<file path="config.mk">
export PLATFORM = sky130hd
export DESIGN_NAME = kmer_window_canonical_extractor
export DESIGN_NICKNAME = d
export VERILOG_FILES = /design/src/hw/rtl/kwce_pkg.sv /design/src/hw/rtl/kwce_cell.sv /design/src/hw/rtl/kmer_window_canonical_extractor.sv
export SDC_FILE = /design/constraint.sdc
export NUM_CORES = 1
export LEC_CHECK = 0
export BUFFER_PORTS_ARGS = -buffer_cell sky130_fd_sc_hd__buf_2
export CORE_ASPECT_RATIO = 1.25
export CORE_MARGIN = 4
export CORE_UTILIZATION = 43
export CTS_CLUSTER_SIZE = 40
export DETAILED_ROUTE_END_ITERATION = 12
export SLEW_MARGIN = 10
export SYNTH_ARGS = -nofsm -noshare
export SYNTH_HDL_FRONTEND = slang
export SYNTH_HIERARCHICAL = 1
export SYNTH_SLANG_ARGS = --single-unit
export TNS_END_PERCENT = 30
</file>
<file path="constraint.sdc">
create_clock -name clk_i -period 20.7 [get_ports clk_i]
set_input_delay 2.07 -clock clk_i [delete_from_list [all_inputs] [get_ports clk_i]]
set_output_delay 2.07 -clock clk_i [all_outputs]
set_load 0.02 [all_outputs]
</file>
<file path="src/hw/rtl/kwce_pkg.sv">
// Shared constants, control struct and character functions for the k-mer extractor.
package kwce_pkg;

  // Window depth in characters
  localparam int KMaxDefault = 32;

  // Configuration register indexes
  localparam logic RegKmerLen = 1'b0;
  localparam logic RegCanonMode = 1'b1;

  // Reset values of the configuration registers
  localparam logic [5:0] KmerLenReset = 6'd21;
  localparam logic CanonModeReset = 1'b0;

  // Nucleotide codes in upper case ASCII, the lower-case letter bounds and the case gap
  localparam logic [7:0] ChA = 8'h41;
  localparam logic [7:0] ChC = 8'h43;
  localparam logic [7:0] ChG = 8'h47;
  localparam logic [7:0] ChT = 8'h54;
  localparam logic [7:0] ChN = 8'h4E;
  localparam logic [7:0] ChLowA = 8'h61;
  localparam logic [7:0] ChLowZ = 8'h7A;
  localparam logic [7:0] CaseGap = 8'h20;

  localparam logic [31:0] CountMax = 32'hFFFF_FFFF;

  // Control sent along the cell row
  typedef struct packed {
    logic shift_win;  // push a new character into the window
    logic load_work;  // copy the window into both work chains
    logic step_work;  // advance both work chains by one cell
  } kwce_ctrl_t;

  // Upper-case ASCII letters a..z, pass everything else
  function automatic logic [7:0] to_upper(input logic [7:0] c);
    logic [7:0] r;
    r = c;
    if (c >= ChLowA && c <= ChLowZ) begin
      r = c - CaseGap;
    end
    return r;
  endfunction

  // Complement of an upper-case base, zero when not a base
  function automatic logic [7:0] complement(input logic [7:0] u);
    logic [7:0] r;
    case (u)
      ChA: r = ChT;
      ChC: r = ChG;
      ChG: r = ChC;
      ChT: r = ChA;
      ChN: r = ChN;
      default: r = 8'h00;
    endcase
    return r;
  endfunction

endpackage

</file>
<file path="src/hw/rtl/kwce_cell.sv">
// One window cell: a stored character plus one forward and one reverse work byte.
module kwce_cell (
  input  logic               clk_i,
  input  kwce_pkg::kwce_ctrl_t ctrl_i,
  input  logic [7:0]         win_from_i,
  input  logic [7:0]         fwd_from_i,
  input  logic [7:0]         rev_from_i,
  output logic [7:0]         win_o,
  output logic [7:0]         fwd_o,
  output logic [7:0]         rev_o
);
  import kwce_pkg::*;

  logic [7:0] win_q, win_d;
  logic [7:0] fwd_q, fwd_d;
  logic [7:0] rev_q, rev_d;

  // Shift the window toward the older end; copy or advance the work bytes
  always_comb begin
    win_d = ctrl_i.shift_win ? win_from_i : win_q;
    fwd_d = fwd_q;
    rev_d = rev_q;
    if (ctrl_i.load_work) begin
      fwd_d = win_q;
      rev_d = win_q;
    end else if (ctrl_i.step_work) begin
      fwd_d = fwd_from_i;
      rev_d = rev_from_i;
    end
  end

  always_ff @(posedge clk_i) begin
    win_q <= win_d;
    fwd_q <= fwd_d;
    rev_q <= rev_d;
  end

  assign win_o = win_q;
  assign fwd_o = fwd_q;
  assign rev_o = rev_q;

endmodule

</file>
<file path="src/hw/rtl/kmer_window_canonical_extractor.sv">
// Top level: k-mer window extractor with optional canonical (reverse complement) output.
//
// Characters enter one per item into a row of K_MAX cells. From the k-th
// character of the current sequence on, each item yields the k-mer ending
// at it, one character per result, kmer_last on the final one. In canonical
// mode a window that holds a non-base character sends a single null result
// instead. The work chains in the cell row move one cell per cycle while
// comparing, and while sending only when the output slot is free: a canonical
// k-mer is walked once to compare forward against reverse complement and
// once more to send it. Output stalls hold the walk; the next item is taken
// while the last result still waits in the output register.
module kmer_window_canonical_extractor #(
  parameter int K_MAX = kwce_pkg::KMaxDefault
) (
  input  logic        clk_i,
  input  logic        rst_ni,
  // configuration write port
  input  logic        cfg_we_i,
  input  logic        cfg_idx_i,
  input  logic [5:0]  cfg_wdata_i,
  // input channel
  input  logic        in_valid_i,
  output logic        in_stall_o,
  input  logic [7:0]  base_char_i,
  input  logic        seq_start_i,
  // output channel
  output logic        out_valid_o,
  input  logic        out_stall_i,
  output logic [31:0] kmer_pos_o,
  output logic [7:0]  kmer_char_o,
  output logic        kmer_null_o,
  output logic        kmer_last_o
);
  import kwce_pkg::*;

  localparam int KW = $clog2(K_MAX + 1);
  localparam int IW = (K_MAX > 1) ? $clog2(K_MAX) : 1;

  localparam logic [2:0] ST_IDLE = 3'd0;
  localparam logic [2:0] ST_LOAD = 3'd1;
  localparam logic [2:0] ST_CMP  = 3'd2;
  localparam logic [2:0] ST_EMIT = 3'd3;
  localparam logic [2:0] ST_NULL = 3'd4;

  logic [2:0]    state_q, state_d;
  logic [5:0]    kmer_len_q;
  logic          canon_q;
  logic [31:0]   cnt_q, cnt_d;
  logic [31:0]   pos_q, pos_d;
  logic [KW-1:0] j_q, j_d;
  logic          cmp_done_q, cmp_done_d;
  logic          decided_q, decided_d;
  logic          pick_rev_q, pick_rev_d;
  logic          bad_q, bad_d;

  logic          out_valid_q;
  logic [31:0]   out_pos_q;
  logic [7:0]    out_char_q;
  logic          out_null_q;
  logic          out_last_q;

  logic [KW-1:0] keff;
  logic [IW-1:0] tap_idx;
  logic [KW-1:0] tap_full;
  logic          in_acc;
  logic          slot_free;
  logic          out_load;
  logic [7:0]    out_char_d;
  logic          out_null_d;
  logic          out_last_d;
  logic [31:0]   cnt_base;
  logic          j_last;
  logic [7:0]    fwd_tap, rev_tap, fwd_up, rev_cmp, emit_char;
  kwce_ctrl_t    ctrl;

  logic [7:0] win_w [K_MAX];
  logic [7:0] fwd_w [K_MAX];
  logic [7:0] rev_w [K_MAX];

  // Effective window length: zero acts as one, clip at the depth
  always_comb begin
    if (kmer_len_q == 6'd0) begin
      keff = KW'(1);
    end else if (int'(kmer_len_q) > K_MAX) begin
      keff = KW'(K_MAX);
    end else begin
      keff = KW'(kmer_len_q);
    end
  end

  // Configuration registers
  always_ff @(posedge clk_i or negedge rst_ni) begin
    if (!rst_ni) begin
      kmer_len_q <= KmerLenReset;
      canon_q    <= CanonModeReset;
    end else if (cfg_we_i) begin
      case (cfg_idx_i)
        RegKmerLen:   kmer_len_q <= cfg_wdata_i;
        RegCanonMode: canon_q    <= cfg_wdata_i[0];
        default:      kmer_len_q <= kmer_len_q;
      endcase
    end
  end

  // Cell row: newest character enters at the top cell
  for (genvar i = 0; i < K_MAX; i++) begin : g_cell
    logic [7:0] win_from, fwd_from, rev_from;
    if (i == K_MAX - 1) begin : g_top
      assign win_from = base_char_i;
      assign fwd_from = 8'h00;
    end else begin : g_mid
      assign win_from = win_w[i+1];
      assign fwd_from = fwd_w[i+1];
    end
    if (i == 0) begin : g_bot
      assign rev_from = 8'h00;
    end else begin : g_up
      assign rev_from = rev_w[i-1];
    end
    kwce_cell u_cell (
      .clk_i      (clk_i),
      .ctrl_i     (ctrl),
      .win_from_i (win_from),
      .fwd_from_i (fwd_from),
      .rev_from_i (rev_from),
      .win_o      (win_w[i]),
      .fwd_o      (fwd_w[i]),
      .rev_o      (rev_w[i])
    );
  end

  // Forward chain read at the oldest k-mer cell, reverse chain at the newest
  assign tap_full = KW'(K_MAX) - keff;
  assign tap_idx  = tap_full[IW-1:0];
  assign fwd_tap  = fwd_w[tap_idx];
  assign rev_tap  = rev_w[K_MAX-1];
  assign fwd_up   = to_upper(fwd_tap);
  assign rev_cmp  = complement(to_upper(rev_tap));

  always_comb begin
    if (!canon_q) begin
      emit_char = fwd_tap;
    end else if (pick_rev_q) begin
      emit_char = rev_cmp;
    end else begin
      emit_char = fwd_up;
    end
  end

  assign in_stall_o = (state_q != ST_IDLE);
  assign in_acc     = in_valid_i && (state_q == ST_IDLE);
  assign slot_free  = !out_valid_q || !out_stall_i;
  assign j_last     = (j_q == keff - KW'(1));
  assign cnt_base   = seq_start_i ? 32'd0 : cnt_q;

  // Sequencer
  always_comb begin
    state_d    = state_q;
    cnt_d      = cnt_q;
    pos_d      = pos_q;
    j_d        = j_q;
    cmp_done_d = cmp_done_q;
    decided_d  = decided_q;
    pick_rev_d = pick_rev_q;
    bad_d      = bad_q;
    ctrl       = '0;
    out_load   = 1'b0;
    out_char_d = emit_char;
    out_null_d = 1'b0;
    out_last_d = j_last;
    case (state_q)
      ST_IDLE: begin
        if (in_acc) begin
          ctrl.shift_win = 1'b1;
          cnt_d      = (cnt_base == CountMax) ? cnt_base : cnt_base + 32'd1;
          pos_d      = cnt_d - 32'(keff) + 32'd1;
          cmp_done_d = 1'b0;
          if (cnt_d >= 32'(keff)) begin
            state_d = ST_LOAD;
          end
        end
      end
      ST_LOAD: begin
        ctrl.load_work = 1'b1;
        j_d = '0;
        if (canon_q && !cmp_done_q) begin
          decided_d  = 1'b0;
          pick_rev_d = 1'b0;
          bad_d      = 1'b0;
          state_d    = ST_CMP;
        end else if (canon_q && bad_q) begin
          state_d = ST_NULL;
        end else begin
          state_d = ST_EMIT;
        end
      end
      ST_CMP: begin
        // Walk forward and reverse complement side by side; first difference decides
        ctrl.step_work = 1'b1;
        j_d = j_q + KW'(1);
        if (complement(fwd_up) == 8'h00) begin
          bad_d = 1'b1;
        end
        if (!decided_q && (fwd_up != rev_cmp)) begin
          decided_d  = 1'b1;
          pick_rev_d = (rev_cmp < fwd_up);
        end
        if (j_last) begin
          cmp_done_d = 1'b1;
          state_d    = ST_LOAD;
        end
      end
      ST_EMIT: begin
        if (slot_free) begin
          out_load       = 1'b1;
          ctrl.step_work = 1'b1;
          j_d = j_q + KW'(1);
          if (j_last) begin
            state_d = ST_IDLE;
          end
        end
      end
      ST_NULL: begin
        if (slot_free) begin
          out_load   = 1'b1;
          out_char_d = 8'h00;
          out_null_d = 1'b1;
          out_last_d = 1'b1;
          state_d    = ST_IDLE;
        end
      end
      default: begin
        state_d = ST_IDLE;
      end
    endcase
  end

  // Control state
  always_ff @(posedge clk_i or negedge rst_ni) begin
    if (!rst_ni) begin
      state_q     <= ST_IDLE;
      cnt_q       <= '0;
      j_q         <= '0;
      cmp_done_q  <= 1'b0;
      decided_q   <= 1'b0;
      pick_rev_q  <= 1'b0;
      bad_q       <= 1'b0;
      out_valid_q <= 1'b0;
    end else begin
      state_q    <= state_d;
      cnt_q      <= cnt_d;
      j_q        <= j_d;
      cmp_done_q <= cmp_done_d;
      decided_q  <= decided_d;
      pick_rev_q <= pick_rev_d;
      bad_q      <= bad_d;
      if (out_load) begin
        out_valid_q <= 1'b1;
      end else if (!out_stall_i) begin
        out_valid_q <= 1'b0;
      end
    end
  end

  // Hold position and output payload
  always_ff @(posedge clk_i) begin
    pos_q <= pos_d;
    if (out_load) begin
      out_pos_q  <= pos_q;
      out_char_q <= out_char_d;
      out_null_q <= out_null_d;
      out_last_q <= out_last_d;
    end
  end

  assign out_valid_o = out_valid_q;
  assign kmer_pos_o  = out_pos_q;
  assign kmer_char_o = out_char_q;
  assign kmer_null_o = out_null_q;
  assign kmer_last_o = out_last_q;

  // Saturated counter stays saturated within a sequence
  a_cnt_sat: assert property (@(posedge clk_i) disable iff (!rst_ni)
    (in_acc && !seq_start_i && cnt_q == CountMax) |=> (cnt_q == CountMax))
    else $error("character counter left saturation");

  // Compare and emission index never reaches the window length
  a_j_range: assert property (@(posedge clk_i) disable iff (!rst_ni)
    (state_q == ST_EMIT || state_q == ST_CMP) |-> (j_q < keff))
    else $error("k-mer index out of range");

  // Last character sent returns the block to idle
  a_last_idle: assert property (@(posedge clk_i) disable iff (!rst_ni)
    (out_load && out_last_d) |=> (state_q == ST_IDLE))
    else $error("sequencer busy after last result");

  // Null result is a lone, empty last item
  a_null_last: assert property (@(posedge clk_i) disable iff (!rst_ni)
    (out_valid_o && kmer_null_o) |-> (kmer_last_o && kmer_char_o == 8'h00))
    else $error("malformed null result");

  // A null result only follows a completed canonical compare
  a_null_src: assert property (@(posedge clk_i) disable iff (!rst_ni)
    (state_q == ST_NULL) |-> (canon_q && cmp_done_q && bad_q))
    else $error("null result without invalid canonical window");

endmodule

</file>
### Yosys cells after proc, flatten, opt, wreduce, memory -nomap -nowiden

Cells that the tools add are included.

* eq/ne operators: 27
* add/sub/neg operators: 8
* mux-type cells: 174
* $lt $le $gt $ge: 8
* reduce and logical (&&, ||, !) cells: 28
* bitwise operators: 2

Operators by type and width (number)
* two-way mux 8 bit: 136
* == test 8 x 7 -> 1 bit, second input constant: 10
* one-hot mux 7 bit (5 select lines): 2
* adder 32 x 1 -> 32 bit, second input constant: 2
* two-way mux 32 bit: 2
* binary-select mux 8 bit (select 5 bit): 1
* == test 32 bit, second input constant: 1
* greater-or-equal comparator 32 x 6 -> 1 bit: 1
* subtractor 32 x 6 -> 32 bit: 1
* two-way mux 3 bit: 8
* two-way mux 6 bit: 3
* one-hot mux 6 bit (3 select lines): 1
* greater-or-equal comparator 8 x 7 -> 1 bit, second input constant: 2
* <= comparator 8 x 7 -> 1 bit, second input constant: 2
* inequality test 2 bit, second input constant: 8
* subtractor 8 x 6 -> 8 bit, second input constant: 2
* two-way mux 1 bit: 15
* one-hot mux 3 bit (5 select lines): 1
* one-hot mux 1 bit (2 select lines): 5
* AND reduction 3 bit: 3
* zero test 8 bit: 1
* < comparator 8 bit: 1
* inequality test 8 bit: 1
* AND reduction 2 bit: 4
* other kinds (21): 34

* register bits after elaboration: 895
* input port bits: 21
* word-level logic and storage cells: 358
* output and inout port bits: 44

### Depth between registers and ports, before layout

* depth in word-level cells: 17
* mapped depth: 26
* mapped depth without buffers: 23

### By module

Netlist, hierarchy kept.

Modules (own cells, without submodules)
* kwce_cell: cells each 43, area each 972.2 µm², seq. area each 720.7 µm², times used 32
* kmer_window_canonical_extractor: cells each 1079, area each 10123.5 µm², seq. area each 3552.2 µm², times used 1

### Worst setup path after synthesis

Ideal clock, no wire load.

* path kind: input-to-reg
* start point: in in_valid_i
* end point: reg cnt_q[2]
* cell stages on the path: 3
* slack: 11.945 ns
* arrival time: 8.660 ns
* required time: 20.605 ns
* library setup time: 0.095 ns
* buffers on the path: 0
* path through: nand2_1 -> inv_1 -> mux2_2

* word-level cells in the longest chain between the ends: 2

RTL lines
* start, declared: line kmer_window_canonical_extractor.sv:22 `input logic in_valid_i,`
* logical AND 1 bit: line kmer_window_canonical_extractor.sv:151 `assign in_acc = in_valid_i && (state_q == ST_IDLE);`
* AND reduction 2 bit (no source line)
* end signal, assigned: line kmer_window_canonical_extractor.sv:251 `cnt_q <= cnt_d;`
* end, declared: line kmer_window_canonical_extractor.sv:48 `logic [31:0] cnt_q, cnt_d;`

No other way between the ends.
A chain may end at the register's enable or synchronous reset.

### Final worst setup path

* start point: in seq_start_i
* end point: reg pos_q[29], data pin

* word-level cells in the longest chain between the ends: 5
* elaborated cells between the ends (all ways): 6
* classes of those cells: add/sub: 3; eq/ne: 1; mux: 2

RTL lines
* start, declared: line kmer_window_canonical_extractor.sv:25 `input logic seq_start_i,`
* two-way mux 32 bit *: line kmer_window_canonical_extractor.sv:154 `assign cnt_base = seq_start_i ? 32'd0 : cnt_q;`
* adder 32 x 1 -> 32 bit / == test 32 bit (equally long branches): line kmer_window_canonical_extractor.sv:175 `cnt_d = (cnt_base == CountMax) ? cnt_base : cnt_base + 32'd1;`
* two-way mux 32 bit *: line kmer_window_canonical_extractor.sv:175
* subtractor 32 x 6 -> 32 bit *: line kmer_window_canonical_extractor.sv:176 `pos_d = cnt_d - 32'(keff) + 32'd1;`
* adder 32 x 1 -> 32 bit *: line kmer_window_canonical_extractor.sv:176
* end signal, assigned: line kmer_window_canonical_extractor.sv:267 `pos_q <= pos_d;`
* end, declared: line kmer_window_canonical_extractor.sv:49 `logic [31:0] pos_q, pos_d;`

Mark *: on every way between the ends. The rest lies on a longest branch, timed or not.

==> impl_results.md <==
- Final setup violation count: 0
- Layout cell share with drive strength beyond 1: 0.3027
- Setup TNS: 0 ns
- Clk slew on worst S/H paths: approximately 0.070 ns
- Routed length per placed instance: around 22 µm
- Worst Setup SP: seq_start_i
- Core box area: 94750 µm²
- Crit path kind: in -> reg
- Clock Latency Late Sink: around 0.65 ns
- First-pass GRT wire length: roughly 130 mm
- Vias per cell: 5.372
- CP max FO: 37
- FP Rows: between 100 and 150
- Worst-path cell with the longest stage delay: a2111oi_0
- HPWL after detailed placement: roughly 54 mm
- Hold Crit Start: pos_q[7]$_DFFE_PP_
- Synth unique cells: 92
- RSZ-0062 raised after global routing: false
- Placed inst area: ~42000 µm²
- Synth area leaders: edfxtp_1, mux2_4, mux2_2
- Initial Util: 0.4352
- Post-CTS Hold Fix Bufs: 0
- Clock skew: roughly 0.031 ns
- Num ports: 65
- Worst EP required: roughly 21 ns
- MaxCap Viol Count: 0
- Clock buffer count from CTS: 92
- Worst vdd ir: between 0.07 and 0.08 mV
- Die Height: ~350 µm
- Grt ovf: 0
- Buf/Inv on CP: 4
- Filler cells: roughly 8000
- CP arrival: between 8 and 9 ns
- Synth area leader: edfxtp_1
- Leakage dissipation: 16.42 nW
- Vias in the first global route: 21730
- Crit path largest cell delay: roughly 0.83 ns
- Crit-path cells: buf_2, nand2b_1, nor4_1, nor4b_1, nand2_1, mux2i_1, inv_1, ha_1, inv_1, ha_1, inv_1, fa_1, o21bai_1, a21oi_1, o21ai_0, a21oi_1, o211ai_1, a311oi_1, o21ai_0, a2111oi_0, o31ai_1, a21oi_1, xnor2_1
- DRC Markers: 0
- CTS root buf: clkbuf_16
- Largest net degree at the start of global routing: between 100 and 150
- Least-Margin Pin Slew: around 1.2 ns
- Max Clk Rate: 0.1293 GHz
- Final period utilization: 0.3738
- Slew HR: 0.2062
- Clk sink count: between 800 and 900
- Register bit total from synthesis: about 900
- CTS tree: yes
- Number of DRC markers in iteration 0: between 1500 and 2000
- Primary FF master, synth: edfxtp_1
- Diodes inserted: 0
- Synth async-reset ratio: 0.05922
- Initial antenna violation count: 0
- Max-slew violations: 0
- Final min period: approximately 7.7 ns
- Final Wtd Congestion: 0.7932
- Syn Inst Count: about 2500
- Routed via count: ~21000
- Die width: about 280 µm
- Fin nets: 2637
- PwrDens: roughly 160 nW/µm²
- Status: complete, no violations
- Yosys top cell area share: 0.6132
- Final hold vios: 0
- Post-synth EDFFs: 842
- Port bufs: 64
- Die area: ~100000 µm²
- Seq/Total Area, Yosys: 0.6455
- Worst Setup End Kind: flop
- Top delay family on crit path: compound AO/OA/AOI/OAI gates
- Fin area: 45200 µm²
- Avg Cell Area, Syn: ~17 µm²
- Postcts setup bufs: 0
- Yosys warns: 6
- Resized Gates After CTS: 0
- CTS max path bufs: 3
- Total Wirelength: slightly below 90 mm
- Syn Std Cell Area: slightly above 40000 µm²
- Setup WS pre-CTS: about 12 ns
- Core Util, Final: 0.4770
- H-tree Lvls: 3
- Total GRT Usage: 0.1696
- Final worst setup slack: between 10 and 15 ns
- Area Overhead vs Synth: 9.616%
- DR pass1 iterations: 5
- Hold crit path type: reg -> reg
- Detail Route Antenna Nets: 0
- Reg-to-Reg Start: kmer_len_q[1]$_DFFE_PN0P_
- Setup crit start kind: input port
==> layout make-up <==
class                   instances  area [µm²]  share of cell area
clock buffers                 116        2456             0.05434
clock inverters                50       484.2             0.01071
inverters                      69       276.5            0.006118
multi-input cells            1401       13230              0.2926
flip-flops and latches        895       26610              0.5888
well taps                    1280        1602             0.03543
repair buffers                 89       540.5             0.01196
==> cells by family after synthesis <==
family          count (synthesis)  share of synthesized area
other cells                     1                 0.00009095
buf+inv                       174                    0.03611
mux                           598                     0.1943
compound gates                231                    0.03617
flops                         895                     0.6455
simple gates                  419                    0.05134
fa+ha+maj                      69                    0.02142
xor+xnor                       68                    0.01508
==> routing by layer <==
metal	vias to the layer above	track usage	wire, µm
li1	9563	-	-
met1	10860	0.2225	37890
met2	412	0.2923	43790
met3	111	0.02473	3496
met4	0	0.05343	2060
met5	-	0.0004808	0
==> power by group <==
| group | total [mW] | switching, mW | internal, mW |
|---|---|---|---|
| registers | 3.33 | 0.330 | 3.00 |
| clock network | 1.64 | 0.699 | 0.941 |
| logic | 2.11 | 1.11 | 1.00 |
==> state kept, by name (all words and copies together) (netlist names), 3 cells and up <==
register / cells
pos_q: 32
kmer_pos_o: 32
kmer_char_o: 8
j_q: 6
g_cell.u_cell/rev_o: 256
cnt_q: 32
kmer_len_q: 6
g_cell.u_cell/win_o: 256
state_q: 3
g_cell.u_cell/fwd_o: 256
==> worst paths after layout <==
check,to,slack (ns),cells past startpoint
setup / recovery,pos_q[29]$_DFFE_PP_,12.96,23
hold / removal,kmer_pos_o[7]$_DFFE_PP_,0.41,0
setup reg to reg,pick_rev_q$_DFFE_PN0P_,13.90,18
hold reg to reg,kmer_pos_o[7]$_DFFE_PP_,0.41,0
max in group asynchronous,cnt_q[8]$_DFFE_PN0P_,18.63,2
min in group asynchronous,cnt_q[17]$_DFFE_PN0P_,1.56,2
==> synthesized netlist by cell type (all sizes together) (7+ instances only) <==
cell	instances
mux2	523
nand3	50
or2	42
nor3	18
o22ai	9
nand2	153
nand4	20
a21o	10
mux2i	52
or3	8
dfrtp	50
inv	68
o21a	7
clkbuf	21
nor2	48
edfxtp	842
o221ai	11
and3	9
nand2b	20
ha	65
o31ai	7
a21oi	65
nor2b	20
xnor2	46
xor2	22
mux4	23
o21ai	64
buf	84
a211oi	7
==> cells in the final DEF, fill, tap and decap left out, types with 16 or more instances in the layout <==
cell,netlist,layout
edfxtp_1,842,842
mux2_4,288,288
mux2_2,235,235
nand2_1,153,152
clkbuf_16,0,95
inv_1,66,64
a21oi_1,64,64
ha_1,65,64
buf_2,10,64
o21ai_0,63,62
nand3_1,50,50
mux2i_1,52,50
dfrtp_1,50,50
nor2_1,48,47
xnor2_1,44,44
or2_1,32,32
clkinv_1,1,23
buf_4,5,23
xor2_1,22,22
mux4_2,22,22
clkbuf_1,20,21
nand4_1,20,20
nor2b_1,20,20
nand2b_1,20,20
nor3_1,18,18
conb_1,1,16
==> metrics by stage <==
stage | total power, mW | hold slack, ns | instances
floorplan | 4.866 | 0.4003 | 2470
global route | 7.418 | 0.4237 | 3900
CTS | 7.148 | 0.4145 | 3899
detailed placement | 5.461 | 0.4045 | 3733
global placement | 5.423 | 0.4002 | 3733
finish | 7.080 | 0.4055 | 3900
Note: power is estimated with default switching activity, not from simulation.
